### src/hdl/pies_pkg.sv
// ----------------------------------------------------------------------------
// pies_pkg
// Shared types and constants for the periodic image element sorter.
// ----------------------------------------------------------------------------
package pies_pkg;

    localparam int PIES_MAX_ORBITALS = 4096;
    localparam int IMAGE_COUNT       = 9;
    localparam int IMG_W             = 4;
    localparam int CFG_IDX_W         = 4;
    localparam int CFG_DATA_W        = 32;

    typedef enum logic {
        OP_LOAD     = 1'b0,
        OP_CLASSIFY = 1'b1
    } t_opcode;

    typedef enum logic [CFG_IDX_W-1:0] {
        CFG_CELL_LENGTH_Y  = 4'd0,
        CFG_CELL_LENGTH_Z  = 4'd1,
        CFG_ROW_BLOCK_SIZE = 4'd2,
        CFG_COL_BLOCK_SIZE = 4'd3,
        CFG_GRID_ROWS      = 4'd4,
        CFG_GRID_COLS      = 4'd5,
        CFG_MY_GRID_ROW    = 4'd6,
        CFG_MY_GRID_COL    = 4'd7
    } t_cfg_idx;

    // Shift applied along one axis for an image.
    typedef enum logic [1:0] {
        SH_NONE  = 2'd0,
        SH_PLUS  = 2'd1,
        SH_MINUS = 2'd2
    } t_shift;

    localparam t_shift IMG_SHIFT_Y [IMAGE_COUNT] = '{
        SH_NONE, SH_PLUS, SH_MINUS, SH_NONE, SH_NONE,
        SH_PLUS, SH_PLUS, SH_MINUS, SH_MINUS
    };
    localparam t_shift IMG_SHIFT_Z [IMAGE_COUNT] = '{
        SH_NONE, SH_NONE, SH_NONE, SH_PLUS, SH_MINUS,
        SH_PLUS, SH_MINUS, SH_PLUS, SH_MINUS
    };

    localparam int REM_W = 9;   // remainder of a 12-bit index by a 9-bit factor
    localparam int REM_BITS_PER_STAGE = 4;

endpackage

### src/hdl/pies_rem_step.sv
// ----------------------------------------------------------------------------
// pies_rem_step
// A few steps of restoring division that keep only the remainder.
// ----------------------------------------------------------------------------
module pies_rem_step (
    input  logic [pies_pkg::REM_W-1:0]              i_rem,
    input  logic [pies_pkg::REM_BITS_PER_STAGE-1:0] i_bits,
    input  logic [pies_pkg::REM_W-1:0]              i_div,
    output logic [pies_pkg::REM_W-1:0]              o_rem
);
    import pies_pkg::*;

    always_comb begin
        logic [REM_W:0] w;
        logic [REM_W-1:0] r;
        r = i_rem;
        for (int i = REM_BITS_PER_STAGE - 1; i >= 0; i--) begin
            w = {r, i_bits[i]};
            if (w >= {1'b0, i_div}) begin
                w = w - {1'b0, i_div};
            end
            r = w[REM_W-1:0];
        end
        o_rem = r;
    end

endmodule

### config.mk
export PLATFORM = sky130hd
export DESIGN_NAME = pies_rem_step
export DESIGN_NICKNAME = d
export VERILOG_FILES = /design/src/hdl/pies_pkg.sv /design/src/hdl/pies_rem_step.sv
export SDC_FILE = /design/constraint.sdc
export NUM_CORES = 1
export LEC_CHECK = 0
export ABC_AREA = 1
export BUFFER_PORTS_ARGS = -buffer_cell sky130_fd_sc_hd__buf_2
export CELL_PAD_IN_SITES_DETAIL_PLACEMENT = 0
export CELL_PAD_IN_SITES_GLOBAL_PLACEMENT = 2
export CORE_MARGIN = 4
export CORE_UTILIZATION = 33
export DETAILED_ROUTE_END_ITERATION = 8
export GPL_ROUTABILITY_DRIVEN = 0
export PLACE_DENSITY = 0.84
export SLEW_MARGIN = 20
export SYNTH_ARGS = -nofsm -noshare
export SYNTH_HDL_FRONTEND = slang
export SYNTH_SLANG_ARGS = --single-unit
export TNS_END_PERCENT = 5
### constraint.sdc
create_clock -name vclk -period 7.2
set_clock_uncertainty 0.15 [all_clocks]
set_input_delay 0 -clock vclk [all_inputs]
set_output_delay 0 -clock vclk [all_outputs]
set_load 0.02 [all_outputs]
==> results of run 1 <==
[Yosys cell counts (2+ instances only)]
library cell | count | area [um^2]
sky130_fd_sc_hd__a21oi_1 | 16 | 80.1
sky130_fd_sc_hd__a21oi_2 | 2 | 17.5
sky130_fd_sc_hd__a31oi_1 | 3 | 18.8
sky130_fd_sc_hd__fa_1 | 4 | 80.1
sky130_fd_sc_hd__ha_1 | 36 | 450
sky130_fd_sc_hd__inv_1 | 55 | 206
sky130_fd_sc_hd__nand2_1 | 113 | 424
sky130_fd_sc_hd__nand2_2 | 13 | 81.3
sky130_fd_sc_hd__nand2_4 | 5 | 56.3
sky130_fd_sc_hd__nand3_1 | 29 | 145
sky130_fd_sc_hd__nand3_2 | 2 | 20.0
sky130_fd_sc_hd__nand3_4 | 2 | 35.0
sky130_fd_sc_hd__nand4_1 | 8 | 50.1
sky130_fd_sc_hd__nor2_1 | 15 | 56.3
sky130_fd_sc_hd__nor2_4 | 2 | 22.5
sky130_fd_sc_hd__nor3_1 | 3 | 15.0
sky130_fd_sc_hd__o21ai_0 | 5 | 25.0
sky130_fd_sc_hd__o21ai_1 | 4 | 20.0
sky130_fd_sc_hd__o21ai_2 | 9 | 78.8
sky130_fd_sc_hd__o21bai_1 | 3 | 22.5
sky130_fd_sc_hd__xnor2_1 | 9 | 78.8
sky130_fd_sc_hd__xor2_1 | 16 | 140
[report_power, final]
part | leakage, nW | total (mW) | switching [mW] | internal, mW
sequential | 0 | 0 | 0 | 0
combinational | 1.48 | 1.38 | 0.883 | 0.501
clock | 0 | 0 | 0 | 0
[repair_timing]
item,4_1_cts,5_1_grt
buffers inserted,0,6
endpoints found under the setup margin,0,9
gates resized for setup,0,8
[through the flow]
step                      cell area [um^2]  hold WS [ps]
after CTS                             2540           270
after detailed placement              2540           269
after global placement                2540           292
after global routing                  2630           297
after floorplan                       2270          51.2
final                                 2630           275
[kinds of logic after synthesis]
| family | count (synthesis) |
|---|---|
| AO/OA/AOI/OAI | 46 |
| XOR/XNOR | 25 |
| adder cells (fa/ha/maj) | 40 |
| buffers and inverters | 59 |
| AND/OR/NAND/NOR | 200 |
[final cells by class]
cell class	instances	area share
tap	77	0.0367
multi-input combinational	312	0.785
inverter	56	0.0824
timing repair buffer	44	0.0962
[final timing paths]
path | start | to | slack, ps | depth (start not counted)
setup / recovery | i_bits[3] | o_rem[2] | 680 | 45
hold / removal | i_bits[0] | o_rem[0] | 270 | 4
[per-layer routing]
layer / routed length [um] / up-vias / GRT usage
li1: - / 1291 / -
met3: 270 / 4 / 0.0100
met2: 2760 / 49 / 0.251
met4: 38 / 0 / 0.00628
met1: 3770 / 1033 / 0.250
met5: 0 / - / 0
[worst max-delay path, delay by kind of cell]
family | cells | cell delay [ps]
adder cells (fa/ha/maj) | 5 | 1510
AO/OA/AOI/OAI | 8 | 1450
AND/OR/NAND/NOR | 24 | 2470
buffers and inverters | 8 | 880
==> results.json, run 1 <==
{
  "timing.setup.tns_ps": 0,
  "final_max_slew_viol_count": 0,
  "die_area_um2": 8260,
  "critical_path.max_fanout": 11,
  "post-route-period-util": 0.905,
  "area_growth_syn_to_layout_pct": 15.8,
  "pin_count_of_the_biggest_net_entering_global_routing": 18,
  "finalWorstPathRequiredPeriod_ps": 6520,
  "share_of_synthesized_cell_area_in_and_or_nand_and_nor_gates": 0.430,
  "layout.cells.most_common": "sky130_fd_sc_hd__nand2_1",
  "synth_top_family_by_area": "simple AND/OR/NAND/NOR gates",
  "status": "finished clean",
  "finalWirelength_um": 6840,
  "achievable-frequency_mhz": 153,
  "synthMuxAreaShare": 0,
  "via_count_of_the_first_global_routing_pass": 2214,
  "preCtsSetupSlack_ps": 133,
  "wire_length_of_the_first_global_routing_pass_um": 10900,
  "final_util": 0.405,
  "nFillCells": 740,
  "antenna_found_initial": 0,
  "io_pins": 31,
  "timing.critical_path.to_type": "output pin",
  "ir_worst_vdd_uv": 228,
  "cp_arrival_ps": 6370,
  "post_route_cells_drive_above_1_share": 0.226,
  "seq_cells": 0,
  "synth.yosys.seq_area_share": 0,
  "port-buffer-count": 31,
  "finalPower_mw": 1.38,
  "n_clock_buffer": 0,
  "synthesized_area_per_cell_um2": 6.13,
  "static-leakage-power_nw": 1.48,
  "syn_nets": 432,
  "final-setup-viol-count": 0,
  "report.final.hold_viol_count": 0,
  "synth_compound_area_frac": 0.133,
  "slowest_cell_on_the_critical_path": "sky130_fd_sc_hd__fa_1",
  "multiInputGateArea_um2": 2060,
  "path_class": "input port to output pin",
  "synth-xor-area-share": 0.0965,
  "timing.critical_path.slowest_cell_delay_ps": 420,
  "setup_ws_ps": 680,
  "number_of_vias_after_detailed_routing": 2377,
  "numPlacedInstances": 482,
  "timing.hold.worst.class": "input port to output pin",
  "drt-pass1-iter-count": 5,
  "power.density_cell_area_nw_per_um2": 527,
  "syn-instance-count": 370,
  "max_slew.worst_pin.slew_ps": 295,
  "antennaDiodeCount": 0,
  "routed_wire_length_per_instance_um": 14.0,
  "grt.overflow.total": 0,
  "max-cap-violations": 0,
  "critical_path.most_common_cell": "sky130_fd_sc_hd__nand2_1",
  "die_x_um": 90.9,
  "worstSetupStartpointType": "input port",
  "area.sequential_um2": 0,
  "setup_repair_after_global_routing_missed_its_margin": "false",
  "synthDistinctLibCells": 38,
  "cts.hold.buffers_added": 0,
  "final_cell_count_no_fill": 489,
  "synth_area_um2": 2270,
  "worstPathRequired_ps": 7050,
  "final_antenna_net_count": 0,
  "final_cell_mix": "113 x sky130_fd_sc_hd__nand2_1, 54 x sky130_fd_sc_hd__inv_1, 35 x sky130_fd_sc_hd__ha_1",
  "synth_fa_ha_area_frac": 0.234,
  "rows": 29,
  "route.detailed.drc": 0,
  "slew_headroom": 0.801,
  "track_usage": 0.160,
  "dpl.hpwl_um": 5870,
  "finalNetCount": 476,
  "synthesis_warnings": 0,
  "viasPerCell": 4.86,
  "floorplan.core_area_um2": 6490,
  "vertical_die_dimension_um": 90.9,
  "dr.first_iter.drc_count": 154,
  "initial_core_utilization": 0.349
}
Power figures use the tool's default switching activity.
==> inputs of run 2 (changes only) <==
==> constraint.sdc (replaced) <==
create_clock -name vclk -period 7.2
set_clock_uncertainty 0.15 [all_clocks]
set_input_delay 0 -clock vclk [all_inputs]
set_output_delay 0 -clock vclk [all_outputs]
set_load 0.1 [all_outputs]
==> run 2 against run 1 <==
Compared with the run above:
- critical path depth fell by 2
- global-route usage rose by 0.21 points
- cell count grew 0.82%
- die area unchanged
- sequential share of layout area is the same
- design area grew 7.6%
- routed wire length down 0.45%
- sequential cell count stayed put
- worst setup slack got worse by 35 ps
- clock-buffer cell count is the same
- hold slack better by 31 ps
- critical path type unchanged
==> results.json, run 2 (synthesis results as in run 1) <==
{
  "final-setup-viol-count": 0,
  "grt.overflow.total": 0,
  "die_x_um": 90.9,
  "wire_length_of_the_first_global_routing_pass_um": 11200,
  "antenna_found_initial": 0,
  "slew_headroom": 0.781,
  "cp_arrival_ps": 6400,
  "area_growth_syn_to_layout_pct": 24.6,
  "dpl.hpwl_um": 5850,
  "setup_repair_after_global_routing_missed_its_margin": "false",
  "area.sequential_um2": 0,
  "finalWirelength_um": 6810,
  "track_usage": 0.162,
  "report.final.hold_viol_count": 0,
  "cts.hold.buffers_added": 0,
  "critical_path.most_common_cell": "sky130_fd_sc_hd__nand2_1",
  "max-cap-violations": 0,
  "critical_path.max_fanout": 8,
  "viasPerCell": 4.90,
  "floorplan.core_area_um2": 6490,
  "antennaDiodeCount": 0,
  "n_clock_buffer": 0,
  "path_class": "input port to output pin",
  "drt-pass1-iter-count": 4,
  "die_area_um2": 8260,
  "worst_hold_path.num_cells": 4,
  "routed_wire_length_per_instance_um": 13.8,
  "route.detailed.drc": 0,
  "status": "finished clean",
  "numPlacedInstances": 485,
  "timing.critical_path.slowest_cell_delay_ps": 430,
  "seq_cells": 0,
  "final_max_slew_viol_count": 0,
  "slowest_cell_on_the_critical_path": "sky130_fd_sc_hd__fa_1",
  "final_antenna_net_count": 0,
  "achievable-frequency_mhz": 153,
  "pin_count_of_the_biggest_net_entering_global_routing": 18,
  "final_cell_count_no_fill": 493,
  "max_slew.worst_pin.slew_ps": 326,
  "final_cell_mix": "113 x sky130_fd_sc_hd__nand2_1, 54 x sky130_fd_sc_hd__inv_1, 34 x sky130_fd_sc_hd__ha_1",
  "post-route-period-util": 0.910,
  "rows": 29,
  "post_route_cells_drive_above_1_share": 0.236,
  "worstSetupStartpointType": "input port",
  "finalWorstPathRequiredPeriod_ps": 6550,
  "layout.cells.most_common": "sky130_fd_sc_hd__nand2_1",
  "via_count_of_the_first_global_routing_pass": 2221,
  "timing.critical_path.to_type": "output pin",
  "timing.hold.worst_endpoint": "o_rem[0]",
  "number_of_vias_after_detailed_routing": 2415,
  "min-delay-start": "i_bits[0]",
  "port-buffer-count": 31,
  "timing.hold.worst.class": "input port to output pin",
  "initial_core_utilization": 0.349,
  "vertical_die_dimension_um": 90.9,
  "finalNetCount": 480,
  "worstPathRequired_ps": 7050,
  "io_pins": 31,
  "dr.first_iter.drc_count": 90
}
## run 2: metrics by stage
stage	hold WS (ps)	util	cell area, um^2	setup slack, ps	TNS [ps]
global route	334	0.435	2830	2.72	0
CTS	311	0.416	2700	17.7	0
finish	306	0.435	2830	645	0
global placement	322	0.416	2700	-8.18	-8.18
floorplan	454	-	2270	709	0
detailed placement	310	0.416	2700	18.2	0
## run 2: repair_timing
item / in CTS / in global routing
resized for setup: 0 / 10
setup buffers: 0 / 7
endpoints found under the setup margin: 0 / 9
## run 2: final cells by class
cell class | count | area (um^2)
inverter | 56 | 216
fill | 690 | 3670
tap | 77 | 96.3
multi-input combinational | 312 | 2080
timing repair buffer | 48 | 430
## run 2: worst max-delay path: cells and delay by family
| family | cells | cell delay, ps |
|---|---|---|
| AOI/OAI and AO/OA | 7 | 1450 |
| adders and majority gates | 5 | 1620 |
| buffers and inverters | 9 | 970 |
| and+or+nand+nor | 22 | 2390 |
## run 2: worst max path at each step
| stage | start | endpoint | slack [ps] | cells after the start |
|---|---|---|---|---|
| 5_1_grt | i_bits[3] | o_rem[8] | 3 | 46 |
| 3_3_place_gp | i_div[1] | o_rem[3] | -8 | 41 |
| 2_1_floorplan | i_bits[3] | o_rem[1] | 710 | 43 |
| 4_1_cts | i_div[1] | o_rem[3] | 20 | 41 |
| 3_5_place_dp | i_div[1] | o_rem[3] | 20 | 41 |
| 6_report | i_bits[3] | o_rem[3] | 650 | 43 |
## run 2: per-layer routing
layer  global-route usage  vias up  share of wire
met5                    0        -              0
met4               0.0126        0          0.014
met3               0.0100        6          0.047
met2                0.250       69           0.40
met1                0.254     1035           0.54
li1                     -     1305              -
Power of run 2 is left out: the tool's default activity adds up to more than one toggle a clock period on the data nets, which glitch-free logic cannot reach.
